`src/hdl/pee_pkg.sv`:
```
package pee_pkg;

  // Kind of work the back end carries out for one queued character.
  typedef enum logic [2:0] {
    OP_NONE  = 3'd0,
    OP_DIGIT = 3'd1,
    OP_ADD   = 3'd2,
    OP_SUB   = 3'd3,
    OP_MUL   = 3'd4,
    OP_DIV   = 3'd5
  } op_t;

  typedef struct packed {
    op_t        kind;
    logic [3:0] digit;
    logic       last;
  } item_t;

  localparam logic [1:0] ST_OK        = 2'd0;
  localparam logic [1:0] ST_UNDERFLOW = 2'd1;
  localparam logic [1:0] ST_OVERFLOW  = 2'd2;
  localparam logic [1:0] ST_DIVZERO   = 2'd3;

  localparam int QUEUE_DEPTH = 4;

endpackage

```
`src/hdl/pee_ram.sv`:
```
module pee_ram #(
  parameter int WIDTH = 32,
  parameter int DEPTH = 16
) (
  input  logic                     clk,
  input  logic                     we,
  input  logic [$clog2(DEPTH)-1:0] waddr,
  input  logic [WIDTH-1:0]         wdata,
  input  logic [$clog2(DEPTH)-1:0] raddr,
  output logic [WIDTH-1:0]         rdata
);

  logic [WIDTH-1:0] mem [DEPTH];

  always_ff @(posedge clk) begin
    if (we) begin
      mem[waddr] <= wdata;
    end
    rdata <= mem[raddr];
  end

endmodule

```
`src/hdl/pee_front.sv`:
```
module pee_front (
  input  logic              s_tvalid,
  output logic              s_tready,
  input  logic [7:0]        s_tdata,   // character
  input  logic              s_tlast,   // final_char
  input  logic              q_full,
  output logic              q_push,
  output pee_pkg::item_t    q_item
);

  localparam logic [7:0] CH_ZERO  = 8'h30;
  localparam logic [7:0] CH_NINE  = 8'h39;
  localparam logic [7:0] CH_PLUS  = 8'h2B;
  localparam logic [7:0] CH_MINUS = 8'h2D;
  localparam logic [7:0] CH_STAR  = 8'h2A;
  localparam logic [7:0] CH_SLASH = 8'h2F;

  logic [7:0] digit_full;

  assign digit_full = s_tdata - CH_ZERO;

  always_comb begin
    q_item.digit = digit_full[3:0];
    q_item.last  = s_tlast;
    priority if (s_tdata >= CH_ZERO && s_tdata <= CH_NINE) begin
      q_item.kind = pee_pkg::OP_DIGIT;
    end else if (s_tdata == CH_PLUS) begin
      q_item.kind = pee_pkg::OP_ADD;
    end else if (s_tdata == CH_MINUS) begin
      q_item.kind = pee_pkg::OP_SUB;
    end else if (s_tdata == CH_STAR) begin
      q_item.kind = pee_pkg::OP_MUL;
    end else if (s_tdata == CH_SLASH) begin
      q_item.kind = pee_pkg::OP_DIV;
    end else begin
      q_item.kind = pee_pkg::OP_NONE;
    end
  end

  assign s_tready = !q_full;

  // Ignored characters only matter when they close the expression.
  assign q_push = s_tvalid && s_tready &&
                  (q_item.kind != pee_pkg::OP_NONE || s_tlast);

endmodule

```
`src/hdl/pee_fifo.sv`:
```
module pee_fifo #(
  parameter int DEPTH = 4
) (
  input  logic           clk,
  input  logic           rst,
  input  logic           push,
  input  pee_pkg::item_t push_item,
  output logic           full,
  input  logic           pop,
  output logic           head_valid,
  output pee_pkg::item_t head_item
);

  localparam int PW = $clog2(DEPTH);
  localparam int CW = $clog2(DEPTH + 1);

  pee_pkg::item_t entries [DEPTH];
  logic [PW-1:0]  wr_ptr;
  logic [PW-1:0]  rd_ptr;
  logic [CW-1:0]  fill;

  assign full       = (fill == CW'(DEPTH));
  assign head_valid = (fill != '0);
  assign head_item  = entries[rd_ptr];

  always_ff @(posedge clk) begin
    if (push) begin
      entries[wr_ptr] <= push_item;
    end
  end

  always_ff @(posedge clk) begin
    if (rst) begin
      wr_ptr <= '0;
      rd_ptr <= '0;
      fill   <= '0;
    end else begin
      if (push) begin
        wr_ptr <= (wr_ptr == PW'(DEPTH - 1)) ? '0 : wr_ptr + PW'(1);
      end
      if (pop) begin
        rd_ptr <= (rd_ptr == PW'(DEPTH - 1)) ? '0 : rd_ptr + PW'(1);
      end
      if (push && !pop) begin
        fill <= fill + CW'(1);
      end else if (pop && !push) begin
        fill <= fill - CW'(1);
      end
    end
  end

endmodule

```
`src/hdl/pee_div.sv`:
```
module pee_div (
  input  logic        clk,
  input  logic        rst,
  input  logic        start,
  input  logic [31:0] dividend,
  input  logic [31:0] divisor,
  output logic        done,
  output logic [31:0] quotient
);

  logic        busy;
  logic [5:0]  step;
  logic [31:0] rem;
  logic [31:0] quo;
  logic [31:0] dvs;
  logic        neg;
  logic [32:0] shifted;
  logic [32:0] trial;

  assign shifted  = {rem, quo[31]};
  assign trial    = shifted - {1'b0, dvs};
  assign quotient = neg ? (32'd0 - quo) : quo;

  always_ff @(posedge clk) begin
    if (start) begin
      rem <= '0;
      quo <= dividend[31] ? (32'd0 - dividend) : dividend;
      dvs <= divisor[31] ? (32'd0 - divisor) : divisor;
      neg <= dividend[31] ^ divisor[31];
    end else if (busy) begin
      // Restoring step: keep the difference when it did not go negative.
      if (!trial[32]) begin
        rem <= trial[31:0];
        quo <= {quo[30:0], 1'b1};
      end else begin
        rem <= shifted[31:0];
        quo <= {quo[30:0], 1'b0};
      end
    end
  end

  always_ff @(posedge clk) begin
    if (rst) begin
      busy <= 1'b0;
      step <= '0;
      done <= 1'b0;
    end else begin
      done <= busy && (step == 6'd31);
      if (start) begin
        busy <= 1'b1;
        step <= '0;
      end else if (busy) begin
        step <= step + 6'd1;
        if (step == 6'd31) begin
          busy <= 1'b0;
        end
      end
    end
  end

  start_while_idle : assert property (@(posedge clk) disable iff (rst) start |-> !busy)
    else $error("divider started while busy");

endmodule

```
`src/hdl/pee_back.sv`:
```
module pee_back #(
  parameter int STACK_DEPTH = 16
) (
  input  logic           clk,
  input  logic           rst,
  input  logic           q_valid,
  input  pee_pkg::item_t q_item,
  output logic           q_pop,
  output logic           m_tvalid,
  input  logic           m_tready,
  output logic [31:0]    m_tdata,   // value
  output logic [1:0]     m_tuser    // status
);

  localparam int CW = $clog2(STACK_DEPTH + 1);
  localparam int AW = $clog2(STACK_DEPTH);

  typedef enum logic [3:0] {
    S_IDLE = 4'b0001,
    S_EXEC = 4'b0010,
    S_DIV  = 4'b0100,
    S_FIN  = 4'b1000
  } state_t;

  state_t          state, state_next;
  logic [CW-1:0]   count, count_next;
  logic [1:0]      err, err_next;
  logic [31:0]     tos, tos_next;
  pee_pkg::op_t    kind, kind_next;
  logic            last, last_next;

  logic [CW-1:0]   cnt_m1;
  logic [CW-1:0]   cnt_m2;
  logic            ram_we;
  logic [31:0]     left;
  logic            div_start;
  logic            div_done;
  logic [31:0]     div_q;
  logic            out_load;
  logic [1:0]      out_status;

  assign cnt_m1 = count - CW'(1);
  assign cnt_m2 = count - CW'(2);

  // The top of the stack lives in tos; the RAM holds the entries below it.
  pee_ram #(
    .WIDTH(32),
    .DEPTH(STACK_DEPTH)
  ) u_stack (
    .clk  (clk),
    .we   (ram_we),
    .waddr(cnt_m1[AW-1:0]),
    .wdata(tos),
    .raddr(cnt_m2[AW-1:0]),
    .rdata(left)
  );

  pee_div u_div (
    .clk     (clk),
    .rst     (rst),
    .start   (div_start),
    .dividend(left),
    .divisor (tos),
    .done    (div_done),
    .quotient(div_q)
  );

  assign q_pop    = (state == S_IDLE) && q_valid;
  assign out_load = (state == S_FIN) && (!m_tvalid || m_tready);

  always_comb begin
    if (err != pee_pkg::ST_OK) begin
      out_status = err;
    end else if (count == '0) begin
      out_status = pee_pkg::ST_UNDERFLOW;
    end else begin
      out_status = pee_pkg::ST_OK;
    end
  end

  always_comb begin
    state_next = state;
    count_next = count;
    err_next   = err;
    tos_next   = tos;
    kind_next  = kind;
    last_next  = last;
    ram_we     = 1'b0;
    div_start  = 1'b0;
    unique case (state)
      S_IDLE: begin
        if (q_pop) begin
          kind_next  = q_item.kind;
          last_next  = q_item.last;
          state_next = q_item.last ? S_FIN : S_IDLE;
          if (err == pee_pkg::ST_OK) begin
            unique case (q_item.kind)
              pee_pkg::OP_NONE: begin
              end
              pee_pkg::OP_DIGIT: begin
                if (count == CW'(STACK_DEPTH)) begin
                  err_next = pee_pkg::ST_OVERFLOW;
                end else begin
                  ram_we     = (count != '0);
                  tos_next   = {28'd0, q_item.digit};
                  count_next = count + CW'(1);
                end
              end
              pee_pkg::OP_ADD, pee_pkg::OP_SUB, pee_pkg::OP_MUL, pee_pkg::OP_DIV: begin
                if (count < CW'(2)) begin
                  err_next = pee_pkg::ST_UNDERFLOW;
                end else begin
                  state_next = S_EXEC;
                end
              end
              default: begin
              end
            endcase
          end
        end
      end
      S_EXEC: begin
        state_next = last ? S_FIN : S_IDLE;
        count_next = cnt_m1;
        unique case (kind)
          pee_pkg::OP_ADD: tos_next = left + tos;
          pee_pkg::OP_SUB: tos_next = left - tos;
          pee_pkg::OP_MUL: tos_next = left * tos;
          pee_pkg::OP_DIV: begin
            if (tos == '0) begin
              err_next = pee_pkg::ST_DIVZERO;
              tos_next = '0;
            end else begin
              div_start  = 1'b1;
              count_next = count;
              state_next = S_DIV;
            end
          end
          default: begin
          end
        endcase
      end
      S_DIV: begin
        if (div_done) begin
          tos_next   = div_q;
          count_next = cnt_m1;
          state_next = last ? S_FIN : S_IDLE;
        end
      end
      S_FIN: begin
        if (out_load) begin
          count_next = '0;
          err_next   = pee_pkg::ST_OK;
          state_next = S_IDLE;
        end
      end
      default: begin
        state_next = S_IDLE;
      end
    endcase
  end

  always_ff @(posedge clk) begin
    tos  <= tos_next;
    kind <= kind_next;
    last <= last_next;
    if (out_load) begin
      m_tdata <= (out_status == pee_pkg::ST_OK) ? tos : 32'd0;
      m_tuser <= out_status;
    end
  end

  always_ff @(posedge clk) begin
    if (rst) begin
      state    <= S_IDLE;
      count    <= '0;
      err      <= pee_pkg::ST_OK;
      m_tvalid <= 1'b0;
    end else begin
      state <= state_next;
      count <= count_next;
      err   <= err_next;
      if (out_load) begin
        m_tvalid <= 1'b1;
      end else if (m_tready) begin
        m_tvalid <= 1'b0;
      end
    end
  end

  count_in_range : assert property (@(posedge clk) disable iff (rst)
    count <= CW'(STACK_DEPTH))
    else $error("stack count beyond depth");

  result_from_finish : assert property (@(posedge clk) disable iff (rst)
    out_load |=> m_tvalid && (count == '0) && (err == pee_pkg::ST_OK))
    else $error("result load did not clear the expression state");

  divide_nonzero : assert property (@(posedge clk) disable iff (rst)
    div_start |-> (tos != '0) && (count >= CW'(2)))
    else $error("divider started without a valid nonzero divisor");

endmodule

```
`src/hdl/postfix_expression_evaluator_top.sv`:
```
// Postfix expression evaluator: characters arrive one per transfer on the s_ side,
// digits push 0..9 onto a STACK_DEPTH-entry stack and + - * / combine the top two
// entries with 32-bit wrapping arithmetic (division truncates toward zero); other
// characters are ignored. The transfer with tlast set produces one result on the m_
// side: the top of the stack (zero unless ok) and a status (0 ok, 1 underflow,
// 2 overflow, 3 divide by zero), after which the stack is empty again. A four-entry
// queue separates character intake from execution. A digit is handled by the
// execution unit directly, an ignored character is not queued unless it closes the
// expression, + - * read the stack RAM and then execute, and / runs the 32-step
// restoring divider; the closing character then loads the result register. No
// clearing pass is needed after reset.
module postfix_expression_evaluator_top #(
  parameter int STACK_DEPTH = 16
) (
  input  logic        clk,
  input  logic        rst,
  input  logic        s_tvalid,
  output logic        s_tready,
  input  logic [7:0]  s_tdata,   // [7:0] character
  input  logic        s_tlast,   // final_char
  output logic        m_tvalid,
  input  logic        m_tready,
  output logic [31:0] m_tdata,   // [31:0] value
  output logic [1:0]  m_tuser    // [1:0] status
);

  logic           q_push;
  logic           q_full;
  logic           q_pop;
  logic           q_valid;
  pee_pkg::item_t in_item;
  pee_pkg::item_t head_item;

  pee_front u_front (
    .s_tvalid(s_tvalid),
    .s_tready(s_tready),
    .s_tdata (s_tdata),
    .s_tlast (s_tlast),
    .q_full  (q_full),
    .q_push  (q_push),
    .q_item  (in_item)
  );

  pee_fifo #(
    .DEPTH(pee_pkg::QUEUE_DEPTH)
  ) u_fifo (
    .clk       (clk),
    .rst       (rst),
    .push      (q_push),
    .push_item (in_item),
    .full      (q_full),
    .pop       (q_pop),
    .head_valid(q_valid),
    .head_item (head_item)
  );

  pee_back #(
    .STACK_DEPTH(STACK_DEPTH)
  ) u_back (
    .clk     (clk),
    .rst     (rst),
    .q_valid (q_valid),
    .q_item  (head_item),
    .q_pop   (q_pop),
    .m_tvalid(m_tvalid),
    .m_tready(m_tready),
    .m_tdata (m_tdata),
    .m_tuser (m_tuser)
  );

endmodule
```
`config.mk`:
```
export PLATFORM = sky130hd
export DESIGN_NAME = postfix_expression_evaluator_top
export DESIGN_NICKNAME = d
export VERILOG_FILES = /design/src/hdl/pee_pkg.sv /design/src/hdl/pee_ram.sv /design/src/hdl/pee_front.sv /design/src/hdl/pee_fifo.sv /design/src/hdl/pee_div.sv /design/src/hdl/pee_back.sv /design/src/hdl/postfix_expression_evaluator_top.sv
export SDC_FILE = /design/constraint.sdc
export NUM_CORES = 2
export LEC_CHECK = 0
export BUFFER_PORTS_ARGS = -buffer_cell sky130_fd_sc_hd__buf_2
export CORE_ASPECT_RATIO = 1.25
export CORE_UTILIZATION = 50
export CTS_CLUSTER_SIZE = 14
export DETAILED_ROUTE_END_ITERATION = 6
export PLACE_DENSITY = 0.63
export SLEW_MARGIN = 20
export SYNTH_ARGS = -nofsm -noshare
export SYNTH_HDL_FRONTEND = slang
export SYNTH_SLANG_ARGS = --single-unit
export TNS_END_PERCENT = 1
```
`constraint.sdc`:
```
create_clock -name clk -period 9.65 [get_ports clk]
set_input_delay 0.965 -clock clk [delete_from_list [all_inputs] [get_ports clk]]
set_output_delay 0.965 -clock clk [all_outputs]
set_load 0.02 [all_outputs]
```
# Word-level counts from Yosys, hierarchy flattened
# Memories as Yosys holds them, arrays and structs flattened. A register that Yosys moved wholly into a read port is not among the register bits.
# Index checks and enable logic that the tools add are counted.
# Widths: inputs -> output; s select.
# classes
n_eq_ne	35
n_bitwise	1
mux	74
order_cmp	3
n_addsub	15
n_shift	0
n_mul	1
n_reduce_logical	35
div	0
# op_table
operator	n
$mux 32	11
$pmux 32 s4	1
$pmux 32 s3	1
$sub 1x32->32 const A	3
$mux 4	10
$mux 5	8
$sub 33x32->33	1
$add 32x32->32	1
$eq 8x6->1 const B	4
$logic_not 32->1	1
$mul 32x32->32	1
$sub 32x32->32	1
$mux 31	1
$mux 2	12
$mux 3	7
$pmux 5 s4	1
$mux 1	19
$pmux 4 s4	1
$reduce_and 8->1	2
$eq 3x3->1 const B	5
$eq 3x2->1 const B	4
$reduce_bool 3->1	4
$ne 2x2->1 const B	5
$ne 3x3->1 const B	3
38 further kinds	57
# word_totals
wordCells	186
ram_bits	544
reg_bits	194
mem_bits_ro	0
memories	2
latch_bits	0
in_bits	13
output_inout_bits	36
# mem_list
memory	depth	word_bits	read_ports	rd_ports_with_merged_regs	wr	line_no	text
u_back.u_stack.mem	16	32	1	1	1	pee_ram.sv:13	logic [WIDTH-1:0] mem [DEPTH];
u_fifo.entries	4	8	1	1	1	pee_fifo.sv:17	pee_pkg::item_t entries [DEPTH];

# Longest topological paths before layout
# depth
ltp_word	13
depth_mapped	27
mapped_depth_nobuf	25

# By module
# A second synthesis with hierarchy kept.
# unflattened
cells_unflattened	4253
hier_area_um2	51277.9
# modules_own_cells
module	instances	seq_area_each_um2	area_each_um2	cells_per_inst
pee_back	1	2342.2	22099.9	2471
pee_ram	1	16015.4	19835.3	838
pee_div	1	2752.6	7584.8	838
pee_fifo	1	1141.1	1599.0	86
pee_front	1	0.0	158.9	20

# Worst setup path before layout
# Ideal clock, no wire load.
# synth_path
path_type	flip-flop to flip-flop
from	register u_back.tos[8]
to	register u_back.tos[30], data pin
setup_slack_ns	2.276
synth_period_minus_slack_ns	7.374
setup_time_ns	0.271
stages_incl_launch_ff	27
t_arrival_ns	7.103
required_ns	9.379
n_path_buf	2
cell_sequence	edfxtp_1 > clkbuf_1 > clkbuf_1 > nand2_1 > fa_1 > inv_1 > fa_1 > fa_1 > inv_1 > fa_1 > inv_1 > fa_1 > inv_1 > fa_1 > inv_1 > fa_1 > fa_1 > ha_1 > a21o_1 > a21o_1 > a2111oi_0 > a211oi_1 > o21ai_0 > o311ai_0 > a21oi_1 > xor2_1 > o2111ai_1
# synth_between
elab_chain_cells	3
# synth_rtl
item	line_no	text
start: declaration	pee_back.sv:28	logic [31:0] tos, tos_next;
start signal: assignment	pee_back.sv:164	tos <= tos_next;
$mul 32x32->32 (tied with other cells)	pee_back.sv:128	pee_pkg::OP_MUL: tos_next = left * tos;
$pmux 32 s4 *	pee_back.sv:125	unique case (kind)
$pmux 32 s3 *	pee_back.sv:90	unique case (state)
net u_back.tos_next[30]	pee_back.sv:28	
# Mark *: on every way through the listed nets, which the timed path passes. The rest lies on a longest branch.
# A chain may end at the register's enable or synchronous reset.

# Worst setup path in the final report
# layout_path
from	register u_back.tos[4]
to	register u_back.tos[30], data pin
# Same word-level chain as after synthesis.

==> results.md <==
- The flow ran to the end, but the final reports show violations.
- The final reports fail on design-rule violations.
- The initial antenna violation count was 6.
- Headroom to the max-slew limit came out at 0.217.
- For the worst-skew pair, the clock arrives at the later sink with an insertion delay of 0.65 ns.
- In the synthesized netlist the async set-or-reset flop fraction comes to 0.
- The area fraction of the dominant cell type after synthesis is 0.402.
- Entering global routing, the biggest net connects 102 pins.
- The final setup skew is 0.0309 ns.
- Dividing the synthesized area by the synthesized cell count gives 12.3 µm².
- Ranked by instance count, the synthesized netlist is headed by edfxtp_1 (679), inv_1 (441), fa_1 (411), nand2_1 (393), and2_1 (320).
- For this block, the initial DRC count from the detailed router was 2896.
- For this run, the slowest stage of the critical path takes 1.09 ns.
- The accumulated negative setup slack is 0 ns.
- The highest clock rate is 121 MHz.
- The mapped netlist covers 50800 µm².
- Synthesis produced a netlist whose cell count is 4113.
- Counting flops and latches in the post-synthesis netlist gives 772.
- The vias per cell is 5.92.
- In this run the clock root is driven by a clkbuf_16.
- The number of placed I/O pins is 49.
- The number of synthesis warnings is 0.
- The sequential fraction of the synthesis area is 0.438.
- The detailed route wirelength on metal2 is 68200 µm.
- The actual slew at the worst max-slew pin is 1.17 ns.
- STA classifies the critical path endpoint as a register.
- The placeable core region is 101000 µm².
- After clock tree synthesis, the clock-pin slew on the worst setup and hold paths is 0.07 ns.
- The area of the die is 103000 µm².
- The proportion of layout cells with a drive suffix above 1 is 0.119.
- The die is 358 µm tall.
- The data required time at the worst endpoint is 10.00 ns.
- The max-slew violation count was 0.
- The most used flip-flop cell after synthesis is edfxtp_1.
- Counting stages on the worst path, the most repeated cell is fa_1.
- The largest total area in the synthesized netlist belongs to edfxtp_1.
- After detailed routing, the average wire length per cell comes to 25.9 µm.
- At the end of the flow the core is filled with cells to 0.550.
- The final standard cell count with taps included and fillers excluded is 5500.
- The worst hold slack is 0.498 ns.
- The synthesis-to-finish area growth is 8.92%.
- By startpoint and endpoint, the worst setup path is classified as reg -> reg.
- The congestion estimate from routability-driven global placement came to 0.937.
- The final critical delay including setup and external delays is 8.29 ns.
- The number of enable-type register cells in the synthesized netlist is 679.
- The number of cells on the worst hold path is 2.
- Row generation in the floorplan step produced 130 rows.
- The wire length on met1 is 57200 µm.
- The die is 287 µm wide.
- The final global-route overflow total is 0.
- The slowest stage of the critical path belongs to the cell edfxtp_1.
- The post-synthesis cell type count is 76.
- By area the synthesized netlist is led by edfxtp_1 (40%), fa_1 (16%), mux4_2 (7.5%).
- For this design, the sink count on the clock tree is 772.
- Traced cell by cell, the critical path runs through buf_4 -> and2_1 -> fa_1 -> inv_1 -> fa_1 -> fa_1 -> inv_1 -> fa_1 -> ha_1 -> ha_1 -> inv_1 -> fa_1 -> inv_1 -> fa_1 -> ha_1 -> nor3_1 -> inv_1 -> a311oi_1 -> o211ai_1 -> o21ai_0 -> o311ai_0 -> a21oi_1 -> xor2_1 -> o2111ai_1.
- The maximum fanout count along the critical path is 26.
- The highest routing layer actually used is met4.
- STA classifies the critical path startpoint as a register.
- Counting the buffers created by CTS gives 78.
- The first TritonRoute pass finished after 7 iterations.
- The clock passes through at most 3 buffers.
- Across every metal layer, demand over resource in global routing totals 0.285.
- Wire segments on met3 add up to 9280 µm in the final route.
- The via count of the first global-routing pass came to 33300.
- The effective utilization at floorplan is 0.505.
- In the finished design, the share of the clock period the worst path needs comes to 0.859.
- The number of nets in the synthesized netlist is 4743.
- The number of cells upsized or downsized after cts is 0.
- Buffers added to address setup during post-CTS repair amount to 0.
- The post-detailed-placement half-perimeter wirelength is 96200 µm.
- The worst reg-to-reg path cell count is 24.
- Setup repair after global routing left no endpoint under its margin.
- The count of final hold-check violations is 0.
- At the worst endpoint, the arrival time is 8.64 ns.
- Hold repair after CTS inserted 0 buffers.
- The tightest min-delay check is of the reg -> reg type.
- At the end of the flow, the number of nets in the layout was 4743.
- The maximum level of the CTS H-tree is 3.
- The first global-routing pass estimated 214000 µm of wire.
- The max-capacitance violation count is 0.
- By instance count, the leading cell after synthesis is edfxtp_1.
- The routed wire length is 142000 µm.
- After detailed routing, the number of remaining DRC violations is 1.
- Setup violations remaining at the end of the flow were counted as 0.
- The CTS tree is yes.
- The remaining antenna violation count after routing is 0.
- The count of buffers inserted at the top-level ports is 48.
- The number of placed instances, taps included, is 5353.
- The via count of the routed design is 32500.
## logic make-up after synthesis
kind of cell	count (synthesis)	share of synthesized area
AND/OR/NAND/NOR	1091	0.110
flip-flops	772	0.438
buffers and inverters	672	0.0499
adder cells (fa/ha/maj)	617	0.213
AO/OA/AOI/OAI	509	0.0649
XOR/XNOR	264	0.0455
multiplexers	188	0.0784
## worst max-delay path: cells and delay by family (launching register included)
kind / cells / cell delay (ns)
adders and majority gates: 9 / 3.53
AOI/OAI and AO/OA: 6 / 1.84
DFF: 1 / 1.09
buffers and inverters: 6 / 0.79
and+or+nand+nor: 2 / 0.56
xor gates and xnor gates: 1 / 0.17
## metal layers
layer / up-vias / track usage
met4: 0 / 0.140
met3: 298 / 0.0394
met5: - / 0
li1: 14200 / -
met1: 16800 / 0.374
met2: 1220 / 0.468
## flip-flops by register name, indices dropped and copies added, names as in the netlist, named ones only
signal and flops:
u_back.u_stack.mem 512, u_back.m_tdata 32, u_back.tos 32, u_back.u_div.dvs 32
u_back.u_div.quo 32, u_back.u_div.rem 32, u_back.u_stack.rdata 32, u_fifo.entries 32
u_back.u_div.step 6, u_back.count 5, u_back.state 4, u_back.kind 3
u_fifo.fill 3, u_back.err 2, u_back.m_tuser 2, u_fifo.rd_ptr 2
u_fifo.wr_ptr 2, u_back.last 1, u_back.m_tvalid 1, u_back.u_div.busy 1
u_back.u_div.done 1, u_back.u_div.neg 1
## path summary, 6_finish.rpt
kind | startpoint | slack (ns) | end
max | u_back.tos[4]$_DFFE_PP_ | 1.36 | u_back.tos[30]$_DFFE_PP_
min | u_back.u_div.rem[12]$_SDFFE_PP0P_ | 0.50 | u_back.u_div.rem[12]$_SDFFE_PP0P_
max reg2reg | u_back.tos[4]$_DFFE_PP_ | 1.36 | u_back.tos[30]$_DFFE_PP_
min reg2reg | u_back.u_div.rem[12]$_SDFFE_PP0P_ | 0.50 | u_back.u_div.rem[12]$_SDFFE_PP0P_
## area by class of cell
class                           count  area (µm²)
Antenna cell                        3        7.51
Tap cell                         1320        1650
Sequential cell                   772       22300
Clock inverter                     33         325
Multi-Input combinational cell   2669       26200
Fill cell                        8505       45200
Timing Repair Buffer              150        1030
Clock buffer                      111        2210
Inverter                          442        1660
## through the flow
step	setup WS, ns	instance area, µm²
global placement	1.60	52700
global route	0.875	55300
finish	1.36	55300
floorplan	2.28	50800
CTS	1.46	55300
detailed placement	1.51	52800
## layout by cell type (no fill, tap or decap), drive strengths merged, types with 37 or more instances in the layout
cell type / Yosys / layout
xnor2: 142 / 142
o21ai: 144 / 144
xor2: 122 / 122
and3: 47 / 47
nand2: 393 / 393
fa: 411 / 411
ha: 206 / 206
clkbuf: 200 / 111
edfxtp: 679 / 679
inv: 442 / 447
and2: 320 / 320
a21oi: 123 / 123
buf: 30 / 150
nor2: 129 / 129
o31ai: 37 / 37
dfxtp: 93 / 93
mux4: 168 / 168
Power is left out: the tool's default activity adds up to more than one toggle a clock period on the data nets, which glitch-free logic cannot reach.
